`src/rtl/core/rpst_pkg.sv`:
```
// Package for the RGB pixel serial transmitter.
// Holds channel payload types, operation codes, register indexes and reset values.
// No dependencies.
`default_nettype none

package rpst_pkg;

	localparam int unsigned FRAME_BITS_DEF = 24;
	localparam int unsigned TIMING_W       = 8;
	localparam int unsigned COLOUR_W       = 24;
	localparam int unsigned REG_IDX_W      = 2;

	typedef enum logic {
		OP_SEND = 1'b0,
		OP_TICK = 1'b1
	} op_t;

	typedef enum logic [REG_IDX_W-1:0] {
		REG_HIGH_ONE  = 2'd0,
		REG_HIGH_ZERO = 2'd1,
		REG_LOW       = 2'd2
	} reg_idx_t;

	localparam logic [TIMING_W-1:0] HIGH_ONE_RST  = 8'd15;
	localparam logic [TIMING_W-1:0] HIGH_ZERO_RST = 8'd4;
	localparam logic [TIMING_W-1:0] LOW_RST       = 8'd15;

	typedef struct packed {
		op_t        op;
		logic [7:0] red;
		logic [7:0] green;
		logic [7:0] blue;
	} in_item_t;

	typedef struct packed {
		logic line_level;
		logic accepted;
		logic busy_res;
		logic frame_done;
	} out_item_t;

	// timing register of zero behaves as one
	function automatic logic [TIMING_W-1:0] at_least_one(input logic [TIMING_W-1:0] v);
		return (v == '0) ? TIMING_W'(1) : v;
	endfunction

endpackage

`default_nettype wire

```
`src/rtl/core/rpst_if.sv`:
```
// Valid/ready channel interfaces for the transmitter's input and result items.
// Depends on rpst_pkg for the payload types.
`default_nettype none

interface rpst_in_if;
	import rpst_pkg::*;
	logic     valid;
	logic     ready;
	in_item_t data;
	modport source (output valid, output data, input ready);
	modport sink (input valid, input data, output ready);
endinterface

interface rpst_out_if;
	import rpst_pkg::*;
	logic      valid;
	logic      ready;
	out_item_t data;
	modport source (output valid, output data, input ready);
	modport sink (input valid, input data, output ready);
endinterface

`default_nettype wire

```
`src/rtl/core/rgb_pixel_serial_transmitter_core.sv`:
```
// RGB pixel serial transmitter: single-wire LED bit timing, one result per item.
// Each result is registered in the output register, or in the skid register while the output stalls.
// Throughput: one item per cycle while the skid register is empty; it keeps input open while a result waits.
// Input ready drops only while both output register and skid register are full.
// Reset (arst_n, async low): idle, line low, timing registers to 15 / 4 / 15.
// Depends on rpst_pkg and rpst_if.
`default_nettype none

module rgb_pixel_serial_transmitter_core #(
	parameter int unsigned BITS_PER_FRAME = rpst_pkg::FRAME_BITS_DEF
) (
	input  wire logic                                 clk,
	input  wire logic                                 arst_n,
	rpst_in_if.sink                                   in_ch,
	rpst_out_if.source                                out_ch,
	input  wire logic                                 wr_en,
	input  wire logic [rpst_pkg::REG_IDX_W-1:0]       wr_index,
	input  wire logic [rpst_pkg::TIMING_W-1:0]        wr_data
);
	import rpst_pkg::*;

	localparam int unsigned CNT_W = $clog2(BITS_PER_FRAME);
	localparam logic [CNT_W-1:0] LAST_BIT = CNT_W'(BITS_PER_FRAME - 1);

	// timing registers
	logic [TIMING_W-1:0] high_one_q, high_zero_q, low_q;

	// transmitter state
	logic [COLOUR_W-1:0] shift_q, shift_d;
	logic [CNT_W-1:0]    bcnt_q, bcnt_d;
	logic                hi_q, hi_d;
	logic [TIMING_W-1:0] timer_q, timer_d;
	logic                busy_q, busy_d;
	logic                acc_d, done_d;

	out_item_t res;
	out_item_t out_q, skid_q;
	logic      out_v_q, skid_v_q;
	logic      in_xfer;

	assign in_ch.ready = !skid_v_q;
	assign in_xfer     = in_ch.valid && in_ch.ready;

	always_ff @(posedge clk or negedge arst_n) begin
		if (!arst_n) begin
			high_one_q  <= HIGH_ONE_RST;
			high_zero_q <= HIGH_ZERO_RST;
			low_q       <= LOW_RST;
		end else if (wr_en) begin
			unique case (wr_index)
				REG_HIGH_ONE:  high_one_q  <= wr_data;
				REG_HIGH_ZERO: high_zero_q <= wr_data;
				REG_LOW:       low_q       <= wr_data;
				default:       ;
			endcase
		end
	end

	always_comb begin
		shift_d = shift_q;
		bcnt_d  = bcnt_q;
		hi_d    = hi_q;
		timer_d = timer_q;
		busy_d  = busy_q;
		acc_d   = 1'b0;
		done_d  = 1'b0;
		if (in_ch.data.op == OP_SEND) begin
			if (!busy_q) begin
				shift_d = {in_ch.data.green, in_ch.data.red, in_ch.data.blue};
				bcnt_d  = '0;
				busy_d  = 1'b1;
				hi_d    = 1'b1;
				timer_d = at_least_one(in_ch.data.green[7] ? high_one_q : high_zero_q);
				acc_d   = 1'b1;
			end
		end else if (busy_q) begin
			if (timer_q > TIMING_W'(1)) begin
				timer_d = timer_q - TIMING_W'(1);
			end else if (hi_q) begin
				hi_d    = 1'b0;
				timer_d = at_least_one(low_q);
			end else if (bcnt_q == LAST_BIT) begin
				busy_d  = 1'b0;
				timer_d = '0;
				shift_d = {shift_q[COLOUR_W-2:0], 1'b0};
				bcnt_d  = '0;
				done_d  = 1'b1;
			end else begin
				bcnt_d  = bcnt_q + CNT_W'(1);
				shift_d = {shift_q[COLOUR_W-2:0], 1'b0};
				hi_d    = 1'b1;
				timer_d = at_least_one(shift_q[COLOUR_W-2] ? high_one_q : high_zero_q);
			end
		end
		res.line_level = busy_d && hi_d;
		res.accepted   = acc_d;
		res.busy_res   = busy_d;
		res.frame_done = done_d;
	end

	always_ff @(posedge clk or negedge arst_n) begin
		if (!arst_n) begin
			shift_q <= '0;
			bcnt_q  <= '0;
			hi_q    <= 1'b0;
			timer_q <= '0;
			busy_q  <= 1'b0;
		end else if (in_xfer) begin
			shift_q <= shift_d;
			bcnt_q  <= bcnt_d;
			hi_q    <= hi_d;
			timer_q <= timer_d;
			busy_q  <= busy_d;
		end
	end

	// output register with skid stage
	always_ff @(posedge clk or negedge arst_n) begin
		if (!arst_n) begin
			out_v_q  <= 1'b0;
			skid_v_q <= 1'b0;
		end else if (out_v_q && !out_ch.ready) begin
			if (in_xfer) begin
				skid_v_q <= 1'b1;
			end
		end else if (skid_v_q) begin
			out_v_q  <= 1'b1;
			skid_v_q <= 1'b0;
		end else begin
			out_v_q <= in_xfer;
		end
	end

	always_ff @(posedge clk) begin
		if (out_v_q && !out_ch.ready) begin
			if (in_xfer) begin
				skid_q <= res;
			end
		end else if (skid_v_q) begin
			out_q <= skid_q;
		end else if (in_xfer) begin
			out_q <= res;
		end
	end

	assign out_ch.valid = out_v_q;
	assign out_ch.data  = out_q;

	a_skid_behind_out: assert property (@(posedge clk) disable iff (!arst_n)
		skid_v_q |-> out_v_q)
		else $error("skid register full while output register empty");

	a_line_needs_busy: assert property (@(posedge clk) disable iff (!arst_n)
		out_ch.valid && out_ch.data.line_level |-> out_ch.data.busy_res)
		else $error("line driven high while idle");

	a_accept_starts_high: assert property (@(posedge clk) disable iff (!arst_n)
		out_ch.valid && out_ch.data.accepted |-> out_ch.data.line_level)
		else $error("accepted send did not drive the line high");

	a_done_is_idle: assert property (@(posedge clk) disable iff (!arst_n)
		out_ch.valid && out_ch.data.frame_done |->
			!out_ch.data.busy_res && !out_ch.data.accepted)
		else $error("frame end reported while still busy");

	a_timer_live: assert property (@(posedge clk) disable iff (!arst_n)
		busy_q |-> timer_q != '0)
		else $error("phase timer empty during a frame");

endmodule

`default_nettype wire

```
`src/flat_wrapper.sv`:
```
// flat-port wrapper written by rule: the top's interface ports become plain ports
module rgb_pixel_serial_transmitter_core_flat import rpst_pkg::*;
#(
	parameter int unsigned BITS_PER_FRAME = rpst_pkg::FRAME_BITS_DEF
)
  (clk, arst_n, wr_en, wr_index, wr_data, in_ch_valid, in_ch_data, in_ch_ready, out_ch_valid, out_ch_data, out_ch_ready);
  rpst_in_if in_ch_i ();
  rpst_out_if out_ch_i ();
  input  wire logic clk;
  input  wire logic arst_n;
  input  wire logic wr_en;
  input  wire logic [rpst_pkg::REG_IDX_W-1:0] wr_index;
  input  wire logic [rpst_pkg::TIMING_W-1:0] wr_data;
  input wire logic [$bits(in_ch_i.valid)-1:0] in_ch_valid;
  input wire logic [$bits(in_ch_i.data)-1:0] in_ch_data;
  output wire logic [$bits(in_ch_i.ready)-1:0] in_ch_ready;
  output wire logic [$bits(out_ch_i.valid)-1:0] out_ch_valid;
  output wire logic [$bits(out_ch_i.data)-1:0] out_ch_data;
  input wire logic [$bits(out_ch_i.ready)-1:0] out_ch_ready;
  assign in_ch_i.valid = in_ch_valid;
  assign in_ch_i.data = in_ch_data;
  assign in_ch_ready = in_ch_i.ready;
  assign out_ch_valid = out_ch_i.valid;
  assign out_ch_data = out_ch_i.data;
  assign out_ch_i.ready = out_ch_ready;
  rgb_pixel_serial_transmitter_core #(.BITS_PER_FRAME(BITS_PER_FRAME)) u_core (.clk(clk), .arst_n(arst_n), .in_ch(in_ch_i), .out_ch(out_ch_i), .wr_en(wr_en), .wr_index(wr_index), .wr_data(wr_data));
endmodule
```
`config.mk`:
```
export PLATFORM = sky130hd
export DESIGN_NAME = rgb_pixel_serial_transmitter_core_flat
export DESIGN_NICKNAME = d
export VERILOG_FILES = /design/src/rtl/core/rpst_pkg.sv /design/src/rtl/core/rpst_if.sv /design/src/rtl/core/rgb_pixel_serial_transmitter_core.sv /design/src/flat_wrapper.sv
export SDC_FILE = /design/constraint.sdc
export NUM_CORES = 1
export LEC_CHECK = 0
export ABC_AREA = 1
export CORE_MARGIN = 1.5
export CORE_UTILIZATION = 40
export DETAILED_ROUTE_END_ITERATION = 8
export DONT_BUFFER_PORTS = 1
export GPL_TIMING_DRIVEN = 0
export HOLD_SLACK_MARGIN = 0.06
export PLACE_DENSITY = 0.57
export SYNTH_ARGS = -nofsm -noshare
export SYNTH_HDL_FRONTEND = slang
export SYNTH_SLANG_ARGS = --single-unit
```
`constraint.sdc`:
```
create_clock -name clk -period 1.9 [get_ports clk]
set_clock_uncertainty 0.15 [all_clocks]
set_input_delay 0.38 -clock clk [delete_from_list [all_inputs] [get_ports clk]]
set_output_delay 0.38 -clock clk [all_outputs]
set_load 0.02 [all_outputs]
```
# --- Word-level counts from Yosys, hierarchy flattened ---
# Cells that the tools add are included.
totals:
  ff_bits: 72
  latchBits: 0
  ram_bits: 0
  rom_bits: 0
  input_bits: 40
  out_inout_bits: 6
  wordCells: 91
  mem_count: 0
classes:
  add_sub_neg: 2
  mul: 0
  n_div: 0
  n_lt_le_gt_ge: 1
  eq_ne: 8
  n_shift: 0
  muxes: 44
  bitwise_logic: 1
  n_reduce_logical: 17
ops:
  columns: ["op", "n"]
  rows:
  - ["23-bit 2-to-1 mux", 5]
  - ["8-bit 2-to-1 mux", 11]
  - ["5-bit 2-to-1 mux", 6]
  - ["8-bit zero test", 3]
  - ["1-bit 2-to-1 mux", 20]
  - ["2-bit AND reduction", 5]
  - ["8-bit by 1-bit greater-than comparator with 1-bit output, second input constant", 1]
  - ["4-bit 2-to-1 mux", 2]
  - ["8-bit by 1-bit subtractor with 8-bit output, second input constant", 1]
  - ["2-bit != test, second input constant", 3]
  - ["5-bit by 1-bit adder with 5-bit output, second input constant", 1]
  - ["5-bit equality test, second input constant", 1]
  - ["5-bit AND reduction", 1]
  - ["2-bit by 1-bit != test with 1-bit output, second input constant", 2]
  - ["1-bit logical AND", 3]
  - ["3-bit AND reduction", 1]
  - ["2-bit by 1-bit equality test with 1-bit output, second input constant", 1]
  - ["2-bit equality test, second input constant", 1]
  - ["1-bit zero test", 2]
  - ["2-bit zero test", 1]
  - ["2-bit nonzero test", 1]
  - ["1-bit NOT", 1]

# --- Logic depth before layout (Yosys ltp) ---
# Gate-level depths: netlist of the first run.
depth:
  ltp_word: 9
  mapped_depth: 11
  depth_no_buf: 11

# --- Worst setup path before layout of the first run ---
# OpenSTA, ideal clock, no wires.
synth_path:
  kind: "input to register"
  from: "input in_ch_data[24]"
  to: "register u_core.shift_q[6]"
  setup_ps: 74
  t_arrival_ps: 2022
  required_time_ps: 1676
  path_slack_ps: -346
  stages: 10
  path_buffers: 3
  cell_sequence: "inv_1 > clkbuf_1 > ha_1 > nor2_2 > inv_2 > a21oi_2 > buf_6 > buf_8 > o211ai_2 > o21ai_2"
synth_between:
  elab_chain_len: 2
  elab_cells_between_ends: 4
  cone_classes: "2 x eq/ne; 1 x mux; 1 x reduce/logical"
synth_rtl:
  columns: ["element", "line_no", "rtl"]
  rows:
  - ["start: declaration", "flat_wrapper.sv:15", "input wire logic [$bits(in_ch_i.data)-1:0] in_ch_data;"]
  - ["2-bit by 1-bit != test with 1-bit output (no line) or 2-bit != test (tied branches)", null, null]
  - ["5-bit AND reduction (no line)", null, null]
  - ["end signal: assignment", "rgb_pixel_serial_transmitter_core.sv:109", "shift_q <= shift_d;"]
  - ["end: declaration", "rgb_pixel_serial_transmitter_core.sv:29", "logic [COLOUR_W-1:0] shift_q, shift_d;"]
# Several ways; a longest one is shown, not always the timed one.
# A chain may end at the register's enable or synchronous reset.

# --- Final worst setup path of the first run ---
layout_path:
  from: "register u_core.timer_q[7]"
  to: "register u_core.shift_q[5]"
layout_between:
  elab_chain_len: 3
layout_rtl:
  columns: ["element", "line_no", "rtl"]
  rows:
  - ["start: declaration", "rgb_pixel_serial_transmitter_core.sv:32", "logic [TIMING_W-1:0] timer_q, timer_d;"]
  - ["start signal: assignment", "rgb_pixel_serial_transmitter_core.sv:112", "timer_q <= timer_d;"]
  - ["8-bit by 1-bit greater-than comparator with 1-bit output", "rgb_pixel_serial_transmitter_core.sv:77", "if (timer_q > TIMING_W'(1)) begin"]
  - ["2-bit != test (no line)", null, null]
  - ["5-bit AND reduction (no line)", null, null]
# Every way passes these cells.

==> results.md, run 1 <==
* Status: complete, but fails checks
* Failing checks: hold timing, setup timing
* Worst path cell trace: nor2_1 > nand2_1 > nor3_4 > nand2_2 > a21oi_4 > buf_8 > buf_12 > buf_8 > o211ai_2 > o21ai_2
* Post-synthesis sequential area ratio at 0.464
* Core Rows at 36
* Commonest cells in the synthesized netlist: nand2_1 (159), inv_1 (70), dfrtp_1 (55)
* Async set-reset flop share out of synthesis at 0.889
* Clock tree buffer depth at 2
* Top FF cell, synth: dfrtp_1
* Area leader, netlist: dfrtp_1
* Root buffer cell: clkbuf_8
* CP peak stage delay at 0.42 ns
* Comb pwr share at 0.366
* I/O pins at 46
* Fin area at a little over 5000 um2
* Number of synthesized register bits at 72
* DRT Pass-1 Iters at 4
* Initial Util at 0.410
* First-pass GRT wire length at between 15 and 20 mm
* Startpoint types: flip-flop
* GR Util met3 at 0.0495
* Ys Warns at 0
* Post-synth top area share at 0.345
* Worst Hold Margin at -0.440 ns
* Hpwl dp at 6.46 mm
* VDD IR max at a little over 0.5 mV
* Cts hold-fix bufs at 30
* Routed vias at approximately 3400
* Gr usage total at 0.198
* Count leader, synth: nand2_1
* Cell count along the critical path at 10
* Post-route setup slack at -0.105 ns
* Final setup fails at 25
* Fraction of layout cells with a size suffix above 1 at 0.246
* R2R cell count at 10
* Net Sw Frac at 0.361
* Antenna viol nets, final at 0
* Grt met1 use at 0.265
* Share of power burned in registers at 0.399
* Sink Count at 72
* Synth unique cells at 30
* DRT iter0 DRCs at approximately 170
* Compound-Gate Fraction of Synth Area at 0.193
* Post-Syn Nets at 540
* Die height at between 100 and 150 um
* Clock power share at 0.235
* Final core utilization at 0.531
* Synth Area in Simple Gates at 0.223
* Worst-Margin Slew at roughly 0.57 ns
* Post-Syn Area at ~4000 um2
* Fin. max-slew vios at 0
* Critical Path Sink Type: flip-flop
* Vias in the first global route at 3372
* Synth area leaders: dfrtp_1 (34%), nand2_1 (15%), inv_1 (6.6%)
* Post-route minimum period at 2.00 ns
* CP most frequent cell: buf_8
* MaxCap Viol Count at 0
* Max-slew headroom at 0.622
* CP Max Fanout at 6
* Residual DRC at 0
* IO buf count at 0
* Final wirelength at slightly below 10 mm
* Fin nets at around 610
* Clk pin slew, worst setup/hold paths at approximately 0.080 ns
* Tcrit/Tclk final at 1.06
* Pwr Density at roughly 1100 nW/um2
* Placed insts at 629
* Syn-to-layout area delta at 29.5%
* CTS tree: done
* CP delay by family, top: simple AND/OR/NAND/NOR gates
* Core outline area at about 10000 um2
* Crit path buffers/inverters at 3
* Adder-cell share of the synthesized area at 0.0125
* Worst Path Class, Setup: reg2reg
* Required time of the critical path at 2.02 ns
* Total gr overflow at 0
* GRT met2 Usage at 0.316
* Via/cell ratio at just under 5
* Largest family of logic cells by synthesized area: simple AND/OR/NAND/NOR gates
* Pint at ~0.0038 W
* LEAKAGE at ~2.4 nW
* RD Place Congestion at slightly below 0.9
* Wire length per cell at 13.9 um
* Ant diodes at 0
* Total die area at between 10000 and 15000 um2
* Post-synthesis mux area share at 0
* Synth Area in XOR/XNOR at 0.00877
* F_max at about 500 MHz
* Post-synth EDFFs at 8
* Final Hold Viols at 64
* Largest net degree at the start of global routing at 65
* Cell Count, Final, Fillers Out at 701
* Post-Syn Area per Cell at around 8.0 um2
* Inserted Clock Buffers at 9
* DIE WIDTH at roughly 100 um
* Net Sw Power at 0.00213 W
* RSZ-0062 raised after global routing: true
* Worst EP arrival at 2.13 ns
* Initial antenna violation count at 0
* Slowest-stage cell, CP: dfrtp_1
* Cells after Synth at approximately 500
* Skew-Pair Late Insertion Delay at approximately 0.36 ns
* Gr busiest metal: met2
* Hold crit path type: in2async
* Placed standard-cell area at around 4200 um2
* CTS H-tree depth at 3
## cells by family (layout without fill, tap and decap cells)
kind of cell | Yosys count | count (layout)
buf+inv | 92 | 164
flops | 72 | 72
fa+ha+maj | 4 | 4
compound gates | 106 | 106
simple gates | 218 | 218
xor+xnor | 4 | 4
## path summary, 6_finish.rpt
| kind | start | to | slack (ns) |
|---|---|---|---|
| max in group asynchronous | arst_n | u_core.high_one_q[3]$_DFFE_PN1P_ | 1.85 |
| min in group clk | wr_data[6] | u_core.low_q[6]$_DFFE_PN0P_ | 0.08 |
| worst max-delay path | u_core.timer_q[7]$_DFFE_PN0P_ | u_core.shift_q[5]$_DFFE_PN0P_ | -0.10 |
| worst min-delay path | arst_n | u_core.timer_q[3]$_DFFE_PN0P_ | -0.44 |
| worst min register to register | u_core.high_one_q[0]$_DFFE_PN1P_ | u_core.high_one_q[0]$_DFFE_PN1P_ | 0.34 |
| worst max register to register | u_core.timer_q[7]$_DFFE_PN0P_ | u_core.shift_q[5]$_DFFE_PN0P_ | -0.10 |
## layout make-up
type	count	area [um2]
inverter	73	278
clock buffer	12	145
timing repair buffer	57	564
buffer	18	155
sequential	72	1850
fill	932	4560
tap	133	166
clock inverter	4	77.6
multi-input combinational	332	1930
## stage by stage
stage                     setup TNS [ns]  power [W]  setup WS (ns)
after CTS                          -1.13    0.00573        -0.0889
after floorplan                  -0.0740    0.00371       -0.00832
final                              -1.45    0.00590         -0.105
after detailed placement          -10.74    0.00408         -0.369
after global routing               -4.29    0.00634         -0.178
after global placement             -9.85    0.00403         -0.338
## worst reg2reg max path, delay by kind of cell, from the launching register on
kind,cells,cell delay [ns]
AOI/OAI and AO/OA,3,0.36
buffers and inverters,3,0.36
DFF,1,0.42
and+or+nand+nor,4,0.64
## layer usage
metal / up-vias / share of wire
li1: 1729 / -
met1: 1597 / 0.47
met2: 62 / 0.47
met3: 15 / 0.038
met4: 0 / 0.021
met5: - / 0
## cell usage in the layout, fill, tap and decap left out, drive strengths merged
cell | netlist | final
nand2 | 161 | 161
inv | 73 | 72
o21ai | 71 | 71
dfrtp | 55 | 55
buf | 9 | 35
dlygate4sd3 | 0 | 30
nor2 | 26 | 26
nand3 | 24 | 24
o211ai | 22 | 22
clkbuf | 10 | 22
dfstp | 9 | 9
edfxtp | 8 | 8
a21oi | 8 | 8
xor2 | 4 | 4
nand4 | 4 | 4
ha | 4 | 4
a22oi | 3 | 3
nor3 | 3 | 3
bufinv | 0 | 2
clkinv | 0 | 2
clkinvlp | 0 | 1
a21boi | 1 | 1
a31oi | 1 | 1
## flip-flops by register name, summed over array words and instances, names as in the netlist
signal,flops
u_core.bcnt_q,5
u_core.skid_q,4
u_core.high_one_q,8
u_core.shift_q,23
u_core.high_zero_q,8
u_core.timer_q,8
u_core.skid_v_q,1
u_core.out_ch.data,4
u_core.busy_q,1
u_core.out_ch.valid,1
u_core.hi_q,1
u_core.low_q,8
## what timing repair did
action,CTS,global route
setup buffers,16,10
endpoints found under the setup margin,40,40
pin swaps,9,7
hold endpoints to repair,100,64
gates cloned,2,1
gates resized for setup,22,41
## power groups by stage
stage | logic (W) | clock network (W) | registers (W)
after floorplan | 0.00145 | 0 | 0.00227
after global routing | 0.00247 | 0.00147 | 0.00240
after CTS | 0.00199 | 0.00141 | 0.00233
after detailed placement | 0.00175 | 0 | 0.00233
after global placement | 0.00171 | 0 | 0.00232
final | 0.00216 | 0.00139 | 0.00235
No activity file was read; power rests on OpenSTA's default activity.
==> run 2, diff against run 1 <==
--- a/config.mk
+++ b/config.mk
@@ -13,6 +13,7 @@
 export GPL_TIMING_DRIVEN = 0
 export HOLD_SLACK_MARGIN = 0.06
 export PLACE_DENSITY = 0.57
+export SETUP_SLACK_MARGIN = 0.5
 export SYNTH_ARGS = -nofsm -noshare
 export SYNTH_HDL_FRONTEND = slang
 export SYNTH_SLANG_ARGS = --single-unit
==> results.md, run 2 (same netlist as run 1, synthesis figures left out) <==
* Total die area at 10600 um2
* MaxCap Viol Count at 0
* Required time of the critical path at roughly 2 ns
* CTS tree: done
* Post-route minimum period at between 1.5 and 2 ns
* Residual DRC at 0
* Worst EP arrival at roughly 2.1 ns
* Initial Util at 0.410
* Wire length per cell at 13.5 um
* Fraction of layout cells with a size suffix above 1 at 0.285
* Sink Count at 72
* Gr usage total at 0.195
* Worst path cell trace: nor2_4 > nand2_2 > nor3_4 > nand2_2 > a21oi_4 > buf_8 > buf_4 > nand2_1 > a22oi_1
* Core outline area at about 10000 um2
* Max-slew headroom at 0.554
* Slowest-stage cell, CP: dfrtp_1
* Clk pin slew, worst setup/hold paths at around 0.090 ns
* DRT Pass-1 Iters at 5
* Worst Path Class, Setup: reg2reg
* Cts hold-fix bufs at 29
* R2R cell count at 9
* Final wirelength at 9.49 mm
* Antenna viol nets, final at 0
* Critical Path Sink Type: flip-flop
* CP most frequent cell: nand2_2
* Vias in the first global route at between 3000 and 4000
* Die height at a little over 100 um
* Root buffer cell: clkbuf_8
* Pwr Density at 1130 nW/um2
* RSZ-0062 raised after global routing: true
* Placed insts at around 630
* RD Place Congestion at ~0.85
* Most common cell after layout, fill and taps aside: nand2_1
* CP Max Fanout at 8
* I/O pins at between 40 and 50
* Pint at approximately 0.0037 W
* Max reg flops at 23
* DIE WIDTH at 103 um
* Clock tree buffer depth at 2
* Core Rows at 36
* Clock power share at 0.200
* Net Sw Frac at 0.381
* Hpwl dp at between 6 and 7 mm
* Worst-Margin Slew at between 0.6 and 0.7 ns
* Final setup fails at 31
* Total gr overflow at 0
* Ant diodes at 0
* CTS H-tree depth at 3
* Share of power burned in registers at 0.392
* Net Sw Power at around 0.0023 W
* Fin. max-slew vios at 0
* Via/cell ratio at between 4 and 5
* Routed vias at about 3400
* First-pass GRT wire length at around 16 mm
* Total chip power at 0.00592 W
* Post-route setup slack at -0.0845 ns
* Tcrit/Tclk final at 1.04
* Startpoint types: flip-flop
* Cell Count, Final, Fillers Out at just over 700
* Final Hold Viols at 64
* Failing checks: hold timing, setup timing
* CP peak stage delay at between 0.4 and 0.5 ns
* DRT iter0 DRCs at about 150
* Most frequent cells in the layout: nand2_1 (146), inv_1 (64), dfrtp_1 (52), o21ai_0 (31), dlygate4sd3_1 (29)
* Reg with most FFs: u_core.shift_q
* Status: complete, but fails checks
* Worst Hold Margin at -0.438 ns
* Fin nets at between 600 and 700
* VDD IR max at 0.415 mV
* Inserted Clock Buffers at 9
* Hold crit path type: in2async
* Initial antenna violation count at 0
* Comb pwr share at 0.408
* Syn-to-layout area delta at 31.0%
* Skew-Pair Late Insertion Delay at approximately 0.35 ns
* F_max at a little over 500 MHz
* IO buf count at 0
* LEAKAGE at about 2.4 nW
* Largest net degree at the start of global routing at 65
run 2: cell types whose count changed in the layout (fill, tap and decap cells not counted), sizes merged:
cell	change
buf	+3
bufinv	-2
clkinvlp	+2
dlygate4sd3	-1
inv	+1
run 2: timing repair:
action                                  4_1_cts  5_1_grt
resized for setup                            50       33
buffers inserted                             19       10
endpoints found under the setup margin       49       49
pin swaps                                    14       14
endpoints found under the hold margin       101       64
cloned                                        0        1
run 2: worst paths after layout:
path | slack [ns] | start | end
max in group asynchronous | 1.80 | arst_n | u_core.high_one_q[2]$_DFFE_PN1P_
worst min-delay path | -0.44 | arst_n | u_core.shift_q[4]$_DFFE_PN0P_
worst max register to register | -0.08 | u_core.timer_q[4]$_DFFE_PN0P_ | u_core.bcnt_q[2]$_DFFE_PN0P_
min in group clk | 0.08 | wr_data[5] | u_core.low_q[5]$_DFFE_PN0P_
worst max-delay path | -0.08 | u_core.timer_q[4]$_DFFE_PN0P_ | u_core.bcnt_q[2]$_DFFE_PN0P_
worst min register to register | 0.34 | u_core.high_one_q[0]$_DFFE_PN1P_ | u_core.high_one_q[0]$_DFFE_PN1P_
run 2: critical path: cells and delay by family (launching register included):
family	cells	cell delay (ns)
buffers and inverters	2	0.29
AO/OA/AOI/OAI	2	0.33
AND/OR/NAND/NOR	5	0.71
flip-flops	1	0.42
run 2: through the flow:
stage | setup WS, ns | utilization | setup TNS (ns) | instance area [um2]
finish | -0.0845 | 0.537 | -1.87 | 5230
global route | -0.196 | 0.537 | -4.91 | 5230
CTS | -0.0453 | 0.517 | -0.794 | 5030
detailed placement | -0.350 | 0.436 | -9.63 | 4240
global placement | -0.334 | 0.436 | -9.00 | 4240
floorplan | -0.00831 | - | -0.0738 | 4070
run 2: area by class of cell:
cell class | count | area [um2]
inverter | 73 | 283
multi-input combinational | 332 | 2010
timing repair buffer | 59 | 567
clock buffer | 11 | 153
sequential | 72 | 1860
buffer | 19 | 153
tap | 133 | 166
fill | 944 | 4500
clock inverter | 5 | 37.5
run 2: layer usage:
metal	up-vias	global-route usage	share of wire	routed length (um)
li1	1738	-	-	-
met3	14	0.0332	0.039	368
met1	1607	0.283	0.48	4590
met5	-	0	0	0
met4	0	0.0634	0.015	146
met2	76	0.299	0.46	4390
run 2: power groups by stage:
stage / logic (W) / clock network [W] / registers (W)
final: 0.00241 / 0.00119 / 0.00232
after global routing: 0.00272 / 0.00128 / 0.00238
after CTS: 0.00218 / 0.00122 / 0.00231
after detailed placement: 0.00181 / 0 / 0.00233
after global placement: 0.00177 / 0 / 0.00233
after floorplan: 0.00150 / 0 / 0.00228
==> run 3, diff against run 2 <==
--- a/config.mk
+++ b/config.mk
@@ -7,12 +7,12 @@
 export LEC_CHECK = 0
 export ABC_AREA = 1
 export CORE_MARGIN = 1.5
-export CORE_UTILIZATION = 40
+export CORE_UTILIZATION = 55
 export DETAILED_ROUTE_END_ITERATION = 8
 export DONT_BUFFER_PORTS = 1
 export GPL_TIMING_DRIVEN = 0
 export HOLD_SLACK_MARGIN = 0.06
-export PLACE_DENSITY = 0.57
+export PLACE_DENSITY = 0.74
 export SETUP_SLACK_MARGIN = 0.5
 export SYNTH_ARGS = -nofsm -noshare
 export SYNTH_HDL_FRONTEND = slang
==> constraint.sdc (replaced) <==
create_clock -name clk -period 1.82 [get_ports clk]
set_clock_uncertainty 0.15 [all_clocks]
set_input_delay 0.364 -clock clk [delete_from_list [all_inputs] [get_ports clk]]
set_output_delay 0.364 -clock clk [all_outputs]
set_load 0.02 [all_outputs]
==> results.md, run 3 (same netlist as run 1, synthesis figures left out) <==
* RD Place Congestion at approximately 0.86
* Antenna viol nets, final at 0
* DR top layer: met4
* CP Max Fanout at 4
* F_max at about 490 MHz
* CTS H-tree depth at 3
* Worst EP arrival at about 2.2 ns
* Critical Path Sink Type: flip-flop
* WL met2 at between 5 and 6 mm
* Tcrit/Tclk final at 1.12
* Reg with most FFs: u_core.shift_q
* Total die area at a little under 8000 um2
* R2R Path End: u_core.shift_q[3]$_DFFE_PN0P_
* Routed vias at about 3700
* Worst-Margin Slew at about 0.53 ns
* DRT met1 WL at ~4.5 mm
* Sink Count at 72
* Vias in the first global route at 3476
* R2R Setup Slk at -0.23 ns
* Worst Hold Margin at -0.448 ns
* I/O pins at 46
* RSZ-0062 raised after global routing: true
* Post-route setup slack at -0.226 ns
* CTS tree: done
* Most frequent cells in the layout: nand2_1 (150), inv_1 (61), dfrtp_1 (52), buf_4 (34), o21ai_0 (33)
* Syn-to-layout area delta at 33.5%
* Failing checks: hold timing, setup timing
* Root buffer cell: clkbuf_8
* Placed insts at roughly 590
* Hpwl dp at between 6 and 7 mm
* Hold crit path type: in2async
* First-pass GRT wire length at ~16 mm
* Initial antenna violation count at 0
* Final wirelength at around 11 mm
* Core Rows at 30
* DRT Pass-1 Iters at 5
* Fin. max-slew vios at 0
* Post-route minimum period at roughly 2 ns
* Startpoint types: flip-flop
* VDD IR max at between 0.8 and 0.9 mV
* Inserted Clock Buffers at 9
* Wire length per cell at 15.5 um
* Final setup fails at 33
* Core outline area at approximately 7000 um2
* Residual DRC at 0
* Max reg flops at 23
* Largest net degree at the start of global routing at 65
* Required time of the critical path at slightly below 2 ns
* MaxCap Viol Count at 0
* Reg-to-reg startpoint: u_core.timer_q[0]$_DFFE_PN0P_
* Fin nets at 623
* Final Hold Viols at 64
* Cell Count, Final, Fillers Out at 680
* Status: complete, but fails checks
* Via/cell ratio at 5.38
* Clk pin slew, worst setup/hold paths at around 0.08 ns
* R2R cell count at 11
* Max-slew headroom at 0.646
* Die height at approximately 88 um
* DIE WIDTH at around 90 um
* Ant diodes at 0
* DRT iter0 DRCs at about 270
* Pwr Density at roughly 1200 nW/um2
* Worst Path Class, Setup: reg2reg
* IO buf count at 0
* Pre-CTS setup slack at -0.392 ns
* Initial Util at 0.578
* Total gr overflow at 0
* Cts hold-fix bufs at 27
* LEAKAGE at 2.49 nW
* DR WL met3 at between 400 and 500 um
* Skew-Pair Late Insertion Delay at between 0.3 and 0.4 ns
* Most common cell after layout, fill and taps aside: nand2_1
* Fraction of layout cells with a size suffix above 1 at 0.296
* Gr usage total at 0.275
* Clock tree buffer depth at 2
-- run 3: cell count changes in the layout (fill, tap and decap cells not counted), sizes merged --
cell | previous run | this run
buf | 38 | 52
bufinv | 0 | 3
clkbuf | 22 | 23
clkinvlp | 3 | 2
dlygate4sd3 | 29 | 27
inv | 73 | 71
-- run 3: how the worst max path moves through the flow --
stage,end,depth (start not counted),slack (ns),from
after detailed placement,u_core.shift_q[8]$_DFFE_PN0P_,10,-0.39,in_ch_data[24]
final,u_core.shift_q[3]$_DFFE_PN0P_,11,-0.23,u_core.timer_q[0]$_DFFE_PN0P_
after floorplan,u_core.shift_q[10]$_DFFE_PN0P_,10,-0.07,in_ch_data[24]
after global routing,u_core.shift_q[3]$_DFFE_PN0P_,11,-0.32,u_core.timer_q[0]$_DFFE_PN0P_
after global placement,u_core.shift_q[15]$_DFFE_PN0P_,10,-0.34,in_ch_data[24]
after CTS,u_core.shift_q[8]$_DFFE_PN0P_,10,-0.08,u_core.timer_q[6]$_DFFE_PN0P_
-- run 3: area by class of cell --
| cell class | count | area, um2 |
|---|---|---|
| clock inverters | 5 | 105 |
| well taps | 96 | 120 |
| plain buffers | 19 | 153 |
| clock buffers | 11 | 131 |
| repair buffers | 72 | 704 |
| inverters | 73 | 287 |
| fillers | 456 | 1580 |
| flip-flops and latches | 72 | 1860 |
| multi-input cells | 332 | 1970 |
-- run 3: power breakdown --
| part | internal [W] | total [W] | switching (W) |
|---|---|---|---|
| clock network | 0.000915 | 0.00151 | 0.000598 |
| registers | 0.00215 | 0.00243 | 0.000280 |
| logic | 0.00112 | 0.00260 | 0.00148 |
-- run 3: per-layer routing --
layer  vias up  track usage
li1       1767            -
met1      1743        0.365
met2       120        0.440
met3        31       0.0566
met4         0        0.115
met5         -            0
-- run 3: worst max-delay path, stage by stage, from the launching register on --
cell and delay [ns]:
dfrtp_1 0.42, inv_2 0.10, ha_4 0.13, nor2_2 0.05, nor3_4 0.21, nand2_2 0.12
a21oi_4 0.20, buf_6 0.15, buf_6 0.12, buf_6 0.10, o211ai_1 0.10, o21ai_1 0.12
-- run 3: through the flow --
stage	utilization	setup TNS (ns)	cell area (um2)	power, W
2_1_floorplan	-	-1.62	4070	0.00392
3_3_place_gp	0.606	-9.53	4190	0.00422
3_5_place_dp	0.606	-10.62	4190	0.00431
4_1_cts	0.748	-1.69	5160	0.00630
5_1_grt	0.772	-7.94	5330	0.00694
6_report	0.772	-5.21	5330	0.00654
-- run 3: what timing repair did --
action,CTS,global route
endpoints found under the setup margin,57,58
gates cloned,2,1
resized for setup,51,20
setup buffers,34,8
endpoints found under the hold margin,94,66
pin swaps,17,7
